File: src/anc_pkg.sv
// Shared types and constants for the anchor box generator.
// Used by anc_arith, anchor_box_generator and anc_checker; no dependencies.
package anc_pkg;

    localparam int MAX_LOADED_RATIOS = 8;
    localparam int MAX_FMAP          = 1024;
    localparam int RATIO_DEPTH       = 1 + 2 * MAX_LOADED_RATIOS;
    localparam int CNT_W             = $clog2(RATIO_DEPTH + 1);
    localparam int RAM_AW            = $clog2(RATIO_DEPTH - 1);
    localparam int FMAP_W            = 11;

    localparam int NUM_W  = 64;
    localparam int DEN_W  = 36;
    localparam int ROOT_W = 32;
    localparam int STEP_W = 7;

    localparam logic [23:0] ONE_Q16 = 24'h010000;
    localparam logic [FMAP_W-1:0] FMAP_LIMIT = FMAP_W'(MAX_FMAP);

    typedef enum logic [1:0] {
        OP_LOAD  = 2'd0,
        OP_GEN   = 2'd1,
        OP_CLEAR = 2'd2,
        OP_NONE  = 2'd3
    } op_t;

    typedef enum logic [1:0] {
        ST_OK        = 2'd0,
        ST_BAD_SIZE  = 2'd1,
        ST_BAD_RATIO = 2'd2,
        ST_FULL      = 2'd3
    } status_t;

    typedef enum logic [2:0] {
        CFG_FMAP_W  = 3'd0,
        CFG_FMAP_H  = 3'd1,
        CFG_STEP_X  = 3'd2,
        CFG_STEP_Y  = 3'd3,
        CFG_OFFSET  = 3'd4,
        CFG_FLIP    = 3'd5,
        CFG_CLIP    = 3'd6,
        CFG_UNUSED  = 3'd7
    } cfg_idx_t;

    typedef enum logic [16:0] {
        S_IDLE  = 17'h00001,
        S_LSCAN = 17'h00002,
        S_LCHK  = 17'h00004,
        S_LREC  = 17'h00008,
        S_GSCAN = 17'h00010,
        S_GPREP = 17'h00020,
        S_BOX   = 17'h00040,
        S_BMAX  = 17'h00080,
        S_BRW   = 17'h00100,
        S_BRD   = 17'h00200,
        S_BRH   = 17'h00400,
        S_CSET  = 17'h00800,
        S_CFIN  = 17'h01000,
        S_EMIT  = 17'h02000,
        S_KICK  = 17'h04000,
        S_WAIT  = 17'h08000,
        S_SPARE = 17'h10000
    } state_t;

    typedef struct packed {
        logic go;
        logic sqrt;
    } arith_cmd_t;

    typedef struct packed {
        logic done;
        logic rem_nz;
    } arith_stat_t;

endpackage

File: src/anc_arith.sv
// Shared multi-cycle divide / square root unit, one bit per cycle.
// Depends on anc_pkg for widths and the command and status structs.
module anc_arith import anc_pkg::*;
(
    input  logic               clk,
    input  logic               rst_n,
    input  arith_cmd_t         cmd,
    input  logic [NUM_W-1:0]   num,
    input  logic [DEN_W-1:0]   den,
    output arith_stat_t        stat,
    output logic [NUM_W-1:0]   quo,
    output logic [ROOT_W-1:0]  root
);

    logic              busy_reg, busy_next;
    logic              sqrt_reg, sqrt_next;
    logic              done_reg, done_next;
    logic [STEP_W-1:0] steps_reg, steps_next;
    logic [DEN_W-1:0]  rem_reg, rem_next;
    logic [DEN_W-1:0]  den_reg, den_next;
    logic [NUM_W-1:0]  nq_reg, nq_next;
    logic [NUM_W-1:0]  sx_reg, sx_next;
    logic [NUM_W-1:0]  sres_reg, sres_next;
    logic [NUM_W-1:0]  sbit_reg, sbit_next;

    logic [DEN_W:0]    rem_sh;
    logic              div_ge;
    logic [DEN_W:0]    rem_sub;
    logic [NUM_W-1:0]  sq_t;
    logic              sq_ge;

    always_comb
    begin
        rem_sh  = {rem_reg, nq_reg[NUM_W-1]};
        div_ge  = rem_sh >= {1'b0, den_reg};
        rem_sub = rem_sh - {1'b0, den_reg};
        sq_t    = sres_reg + sbit_reg;
        sq_ge   = sx_reg >= sq_t;

        busy_next  = busy_reg;
        sqrt_next  = sqrt_reg;
        done_next  = 1'b0;
        steps_next = steps_reg;
        rem_next   = rem_reg;
        den_next   = den_reg;
        nq_next    = nq_reg;
        sx_next    = sx_reg;
        sres_next  = sres_reg;
        sbit_next  = sbit_reg;

        if (cmd.go)
        begin
            busy_next = 1'b1;
            sqrt_next = cmd.sqrt;
            if (cmd.sqrt)
            begin
                steps_next = STEP_W'(NUM_W / 2);
                sx_next    = num;
                sres_next  = '0;
                sbit_next  = NUM_W'(1) << (NUM_W - 2);
            end
            else
            begin
                steps_next = STEP_W'(NUM_W);
                rem_next   = '0;
                den_next   = den;
                nq_next    = num;
            end
        end
        else if (busy_reg)
        begin
            steps_next = steps_reg - STEP_W'(1);
            if (steps_reg == STEP_W'(1))
            begin
                busy_next = 1'b0;
                done_next = 1'b1;
            end
            if (sqrt_reg)
            begin
                // Classic digit-by-digit root: one result bit per step.
                if (sq_ge)
                begin
                    sx_next   = sx_reg - sq_t;
                    sres_next = (sres_reg >> 1) + sbit_reg;
                end
                else
                begin
                    sres_next = sres_reg >> 1;
                end
                sbit_next = sbit_reg >> 2;
            end
            else
            begin
                rem_next = div_ge ? rem_sub[DEN_W-1:0] : rem_sh[DEN_W-1:0];
                nq_next  = {nq_reg[NUM_W-2:0], div_ge};
            end
        end
    end

    always_ff @(posedge clk or negedge rst_n)
    begin
        if (!rst_n)
        begin
            busy_reg  <= 1'b0;
            sqrt_reg  <= 1'b0;
            done_reg  <= 1'b0;
            steps_reg <= '0;
        end
        else
        begin
            busy_reg  <= busy_next;
            sqrt_reg  <= sqrt_next;
            done_reg  <= done_next;
            steps_reg <= steps_next;
        end
    end

    always_ff @(posedge clk)
    begin
        rem_reg  <= rem_next;
        den_reg  <= den_next;
        nq_reg   <= nq_next;
        sx_reg   <= sx_next;
        sres_reg <= sres_next;
        sbit_reg <= sbit_next;
    end

    assign stat.done   = done_reg;
    assign stat.rem_nz = rem_reg != '0;
    assign quo         = nq_reg;
    assign root        = sres_reg[ROOT_W-1:0];

endmodule

File: config.mk
export PLATFORM = sky130hd
export DESIGN_NAME = anc_arith
export DESIGN_NICKNAME = d
export VERILOG_FILES = /design/src/anc_pkg.sv /design/src/anc_arith.sv
export SDC_FILE = /design/constraint.sdc
export NUM_CORES = 1
export LEC_CHECK = 0
export BUFFER_PORTS_ARGS = -buffer_cell sky130_fd_sc_hd__buf_2
export CAP_MARGIN = 30
export CORE_ASPECT_RATIO = 0.7
export CORE_MARGIN = 1
export CORE_UTILIZATION = 65
export DETAILED_ROUTE_END_ITERATION = 10
export PLACE_DENSITY = 0.86
export SYNTH_ARGS = -nofsm -noshare
export SYNTH_HDL_FRONTEND = slang
export SYNTH_SLANG_ARGS = --single-unit
File: constraint.sdc
create_clock -name clk -period 15.9 [get_ports clk]
set_input_delay 0 -clock clk [delete_from_list [all_inputs] [get_ports clk]]
set_output_delay 0 -clock clk [all_outputs]
set_load 0.005 [all_outputs]
Word level (Yosys, flattened, before mapping)
Index checks and enable logic that the tools add are counted.

Register bits: 338. Input port bits: 104. Output and inout port bits: 98. Logic and storage cells: 62.

Add/subtract/negate cells: 5. $lt $le $gt $ge: 2. Equal/unequal tests: 4. Muxes and demuxes: 32. Bitwise logic cells: 1. Reduce and logical (&&, ||, !) cells: 8.

Operators by type and width (number): $mux 64 (18); $mux 36 (5); $add 63x64->64 (1); $add 64x64->64 (1); $ge 64x64->1 (1); $sub 64x64->64 (1); $ge 37x36->1 (1); $reduce_bool 36->1 (1); $sub 36x36->36 (1); $mux 7 (3); $eq 7x1->1 const B (1); $sub 7x1->7 const B (1); $mux 1 (6); $ne 2x2->1 const B (3); $reduce_and 3->1 (2); $reduce_bool 2->1 (3); $reduce_and 4->1 (1); $reduce_and 2->1 (1); $not 1->1 (1).

Logic depth before layout (Yosys ltp)
Depth after elaboration: 6. Depth in mapped cells: 26. Mapped depth without buffers: 23.

Least setup slack after synthesis
No wires, ideal clock.

Path kind: register -> register. Start: register sres_reg[0]. End: register sx_reg[0] (enable). Setup time: 0.584 ns. Arrival: 9.038 ns. Data required time: 15.316 ns. Path slack: 6.278 ns. Cell stages (with the launch flop): 25. Path buffers: 3. Clock period less this slack: 9.622 ns. Cell sequence: edfxtp_1 ha_1 ha_1 a21o_1 a31o_1 a221o_2 a41oi_1 and4b_1 a31oi_2 nor2_1 o21a_1 o21ai_0 xor2_1 ha_1 clkbuf_1 nand2_1 o21bai_1 a21boi_0 o21ai_0 nand2_1 o21ai_0 a311oi_1 buf_2 buf_4 a21boi_0.

Word-level cells in the longest chain between the ends: 4.

RTL lines: start: declaration (RTL line anc_arith.sv:23) `logic [NUM_W-1:0] sres_reg, sres_next;`; start signal: assignment (RTL line anc_arith.sv:124) `sres_reg <= sres_next;`; $add 64x64->64 (RTL line anc_arith.sv:37) `sq_t = sres_reg + sbit_reg;`; $ge 64x64->1 (RTL line anc_arith.sv:38) `sq_ge = sx_reg >= sq_t;`; $reduce_bool 2->1 (no source line); $reduce_and 4->1 (no source line); end signal: assignment (RTL line anc_arith.sv:123) `sx_reg <= sx_next;`; end: declaration (RTL line anc_arith.sv:22) `logic [NUM_W-1:0] sx_reg, sx_next;`.

Every way passes these cells. A chain may end at the register's enable or synchronous reset.

Final worst setup path
Start: register sres_reg[0]. End: register sx_reg[55] (enable).

The elaborated chain is that of the path after synthesis.

==> impl_metrics.tcl <==
set metrics [dict create \
    maxCapViolations 0 \
    drt_iter0_drc 3460 \
    routed_via_density 6.63 \
    postLayoutCoreUtil 0.757 \
    tightest_slew_ns 1.01 \
    syn_nets 2802 \
    critPathLaunch "sres_reg[0]$_SDFFCE_PP0P_" \
    syn-mean-instance-area_um2 9.11 \
    ys_ff_latch 306 \
    clkSlewWorstSetupHoldPaths_ns 0.06 \
    p_switching_mw 1.94 \
    crit_slowest_cell "buf_4" \
    io_pins 202 \
    required_ns 16.06 \
    drc 0 \
    endpoint_kind "flip-flop" \
    mostFrequentLayoutCells "296 x edfxtp_1, 293 x nand2_1, 226 x o21ai_0" \
    layout_commonest_cell "edfxtp_1" \
    insertion_delay_ns 0.54 \
    drive_gt1_frac 0.120 \
    n_fill_cell 2427 \
    crit_chain "ha_1, ha_1, a21o_1, a31o_1, a221o_2, a41oi_1, and4b_1, a31oi_2, o41ai_4, o311ai_1, xor2_1, ha_1, nand2_1, o21a_1, a21boi_0, o21ai_0, nand2_1, o21ai_0, a311oi_4, buf_4, a21boi_4, buf_4" \
    rr_startpoint "sres_reg[0]$_SDFFCE_PP0P_" \
    dp_hpwl_um 52000 \
    fin_skew_ns 0.0215 \
    r2r-end "sx_reg[55]$_DFFE_PP_" \
    track_usage 0.397 \
    finalWirelength_um 73000 \
    setup_viol 0 \
    synth_top_area_share 0.386 \
    finalHoldViolCount 0 \
    power_mw 4.39 \
    clk_path_buf_depth 3 \
    ff2ff_path_depth 22 \
    synth-seq-area-share 0.397 \
    power.leakage_nw 10.8 \
    layout_min_cycle_time_ns 6.78 \
    worstSetupStartpointType "flip-flop" \
    relSlewSlack 0.320 \
    min_path_cells 2 \
    synth.distinct_cells 93 \
    min-delay-start "den[4]" \
    ir_drop_mv 0.113 \
    reg2reg_slack_ns 9.12 \
    setup_ws_ns 9.12 \
    ys_top_cells_by_area "edfxtp_1 39%, ha_1 9.1%, o21ai_0 4.9%, nand2_1 4.8%, a21oi_1 4.1%" \
    dr.pass1.iters 6 \
    grt_pass1_wl_um 112000 \
    p_int_mw 2.45 \
    gp_congestion 0.988 \
    grt_max_degree 94 \
    synth-async-reset-ratio 0.0327 \
    syn_area_mm2 0.0230 \
    grt_pass1_vias 19687 \
    die_x_um 227 \
    yosys.area.top_type "edfxtp_1" \
    fin_tns_setup_ns 0 \
    core-area_mm2 0.0348 \
    via_count 21500 \
    path_max_fanout 47 \
    path_delay_family "compound AO/OA/AOI/OAI gates" \
    die_area_mm2 0.0362 \
    htreeDepth 2 \
    antenna_found_initial 3 \
    port_buffers 201 \
    crit_top_cell "ha_1" \
    synth_warnings 0 \
    cts_sinks 306 \
    seq_power_share 0.290 \
    final_cells 3244 \
    finalMaxSlewViolations 0 \
    wl_per_cell_um 22.5 \
    cts_tree "done" \
    synth_flop_cell "edfxtp_1" \
    layout.nets 3020 \
    post_cts_buffers 0 \
    worstSetupPathType "flip-flop to flip-flop" \
    outcome "completed" \
    max_freq_ghz 0.147 \
    p_comb_frac 0.515 \
    cts_buffers 34 \
    dpl_worst_slack_ns 9.26 \
    cp_num_buf_inv 2 \
    power_density_mw_per_mm2 167 \
    dp_cells 3077 \
    syn_to_final_growth_pct 14.5 \
    worstPathArrival_ns 6.95 \
    pwr-share-clk 0.194 \
    rsz0062_at_grt "false" \
    max_stage_delay_ns 0.63 \
    syn_inst 2528 \
    hold_class "primary input to flip-flop" \
    std_cell_rows 57 \
    clock-root-buffer "clkbuf_16" \
    synth_edf_count 296 \
    fp.dieH_um 159 \
    hold_path_end "den_reg[4]$_DFFE_PP_" \
    overflow 0 \
    initial_core_util 0.661 \
    ant_nets 0 \
    switching_share 0.442 \
    fin_crit_sh 0.427 \
]
## Yosys cell counts (all sizes together), types with 7 or more instances
cell	instances
dfrtp	10
clkbuf	83
o31ai	14
nor2	157
a21oi	194
edfxtp	296
a21boi	15
nor4	27
nor3	37
nand3	51
nand2b	13
o21bai	44
nor2b	54
a211oi	37
a31oi	59
inv	144
a21o	76
or3	23
and2	17
a31o	18
xnor2	95
buf	54
ha	168
o21a	16
o21ai	247
nand2	293
xor2	97
o22ai	7
nand4	52
a41oi	7
and3	22
## what timing repair did
item	4_1_cts	5_1_grt
gates resized for setup	0	0
endpoints found under the hold margin	178	0
hold buffers	105	0
## routing by layer
| metal | global-route usage | part of all wire | vias to the layer above |
|---|---|---|---|
| li1 | - | - | 9722 |
| met1 | 0.624 | 0.44 | 10142 |
| met2 | 0.521 | 0.39 | 1480 |
| met3 | 0.123 | 0.15 | 154 |
| met4 | 0.100 | 0.024 | 2 |
| met5 | 0 | 0.00012 | - |
## through the flow
step	hold WS (ns)	instance area [um^2]
floorplan	-0.296	23000
global placement	-0.130	24100
detailed placement	-0.129	24100
CTS	0.155	26300
global route	0.179	26300
finish	0.173	26300
## power by group through the flow
| stage | Combinational, mW | Clock, mW | Sequential (mW) |
|---|---|---|---|
| finish | 2.26 | 0.853 | 1.27 |
| global placement | 2.08 | 0 | 1.27 |
| detailed placement | 2.12 | 0 | 1.27 |
| global route | 2.43 | 0.885 | 1.29 |
| CTS | 2.16 | 0.853 | 1.26 |
| floorplan | 1.58 | 0 | 1.22 |
## area by class of cell
cell class / instances / area [um^2] / area share
clock buffers: 41 / 908 / 0.0345
inverters: 144 / 541 / 0.0205
well taps: 472 / 591 / 0.0224
clock inverters: 20 / 264 / 0.0100
multi-input cells: 1941 / 12700 / 0.483
flip-flops and latches: 306 / 9140 / 0.347
diodes: 1 / 2.50 / 0.0000950
repair buffers: 319 / 2180 / 0.0826
## cells by family after synthesis
kind of cell | after synthesis | synth area share
compound gates | 803 | 0.224
xor+xnor | 192 | 0.0730
fa+ha+maj | 170 | 0.0930
buf+inv | 281 | 0.0526
flops | 306 | 0.397
mux | 2 | 0.000924
simple gates | 774 | 0.160
## worst max path at each step
stage          slack, ns                   end  depth (start not counted)
6_report            9.12  sx_reg[55]$_DFFE_PP_                         22
3_3_place_gp        9.37  sx_reg[58]$_DFFE_PP_                         22
5_1_grt             8.76  sx_reg[55]$_DFFE_PP_                         22
4_1_cts             9.21  sx_reg[55]$_DFFE_PP_                         22
2_1_floorplan       6.28   sx_reg[0]$_DFFE_PP_                         24
3_5_place_dp        9.26  sx_reg[55]$_DFFE_PP_                         22
## worst register-to-register path, stage by stage, from the launching register on
cell	delay, ns
edfxtp_1	0.41
ha_1	0.24
ha_1	0.21
a21o_1	0.21
a31o_1	0.26
a221o_2	0.40
a41oi_1	0.31
and4b_1	0.29
a31oi_2	0.32
o41ai_4	0.13
o311ai_1	0.32
xor2_1	0.20
ha_1	0.45
nand2_1	0.17
o21a_1	0.23
a21boi_0	0.13
o21ai_0	0.16
nand2_1	0.07
o21ai_0	0.18
a311oi_4	0.08
buf_4	0.33
a21boi_4	0.61
buf_4	0.64
(Power assumes the default switching activity.)
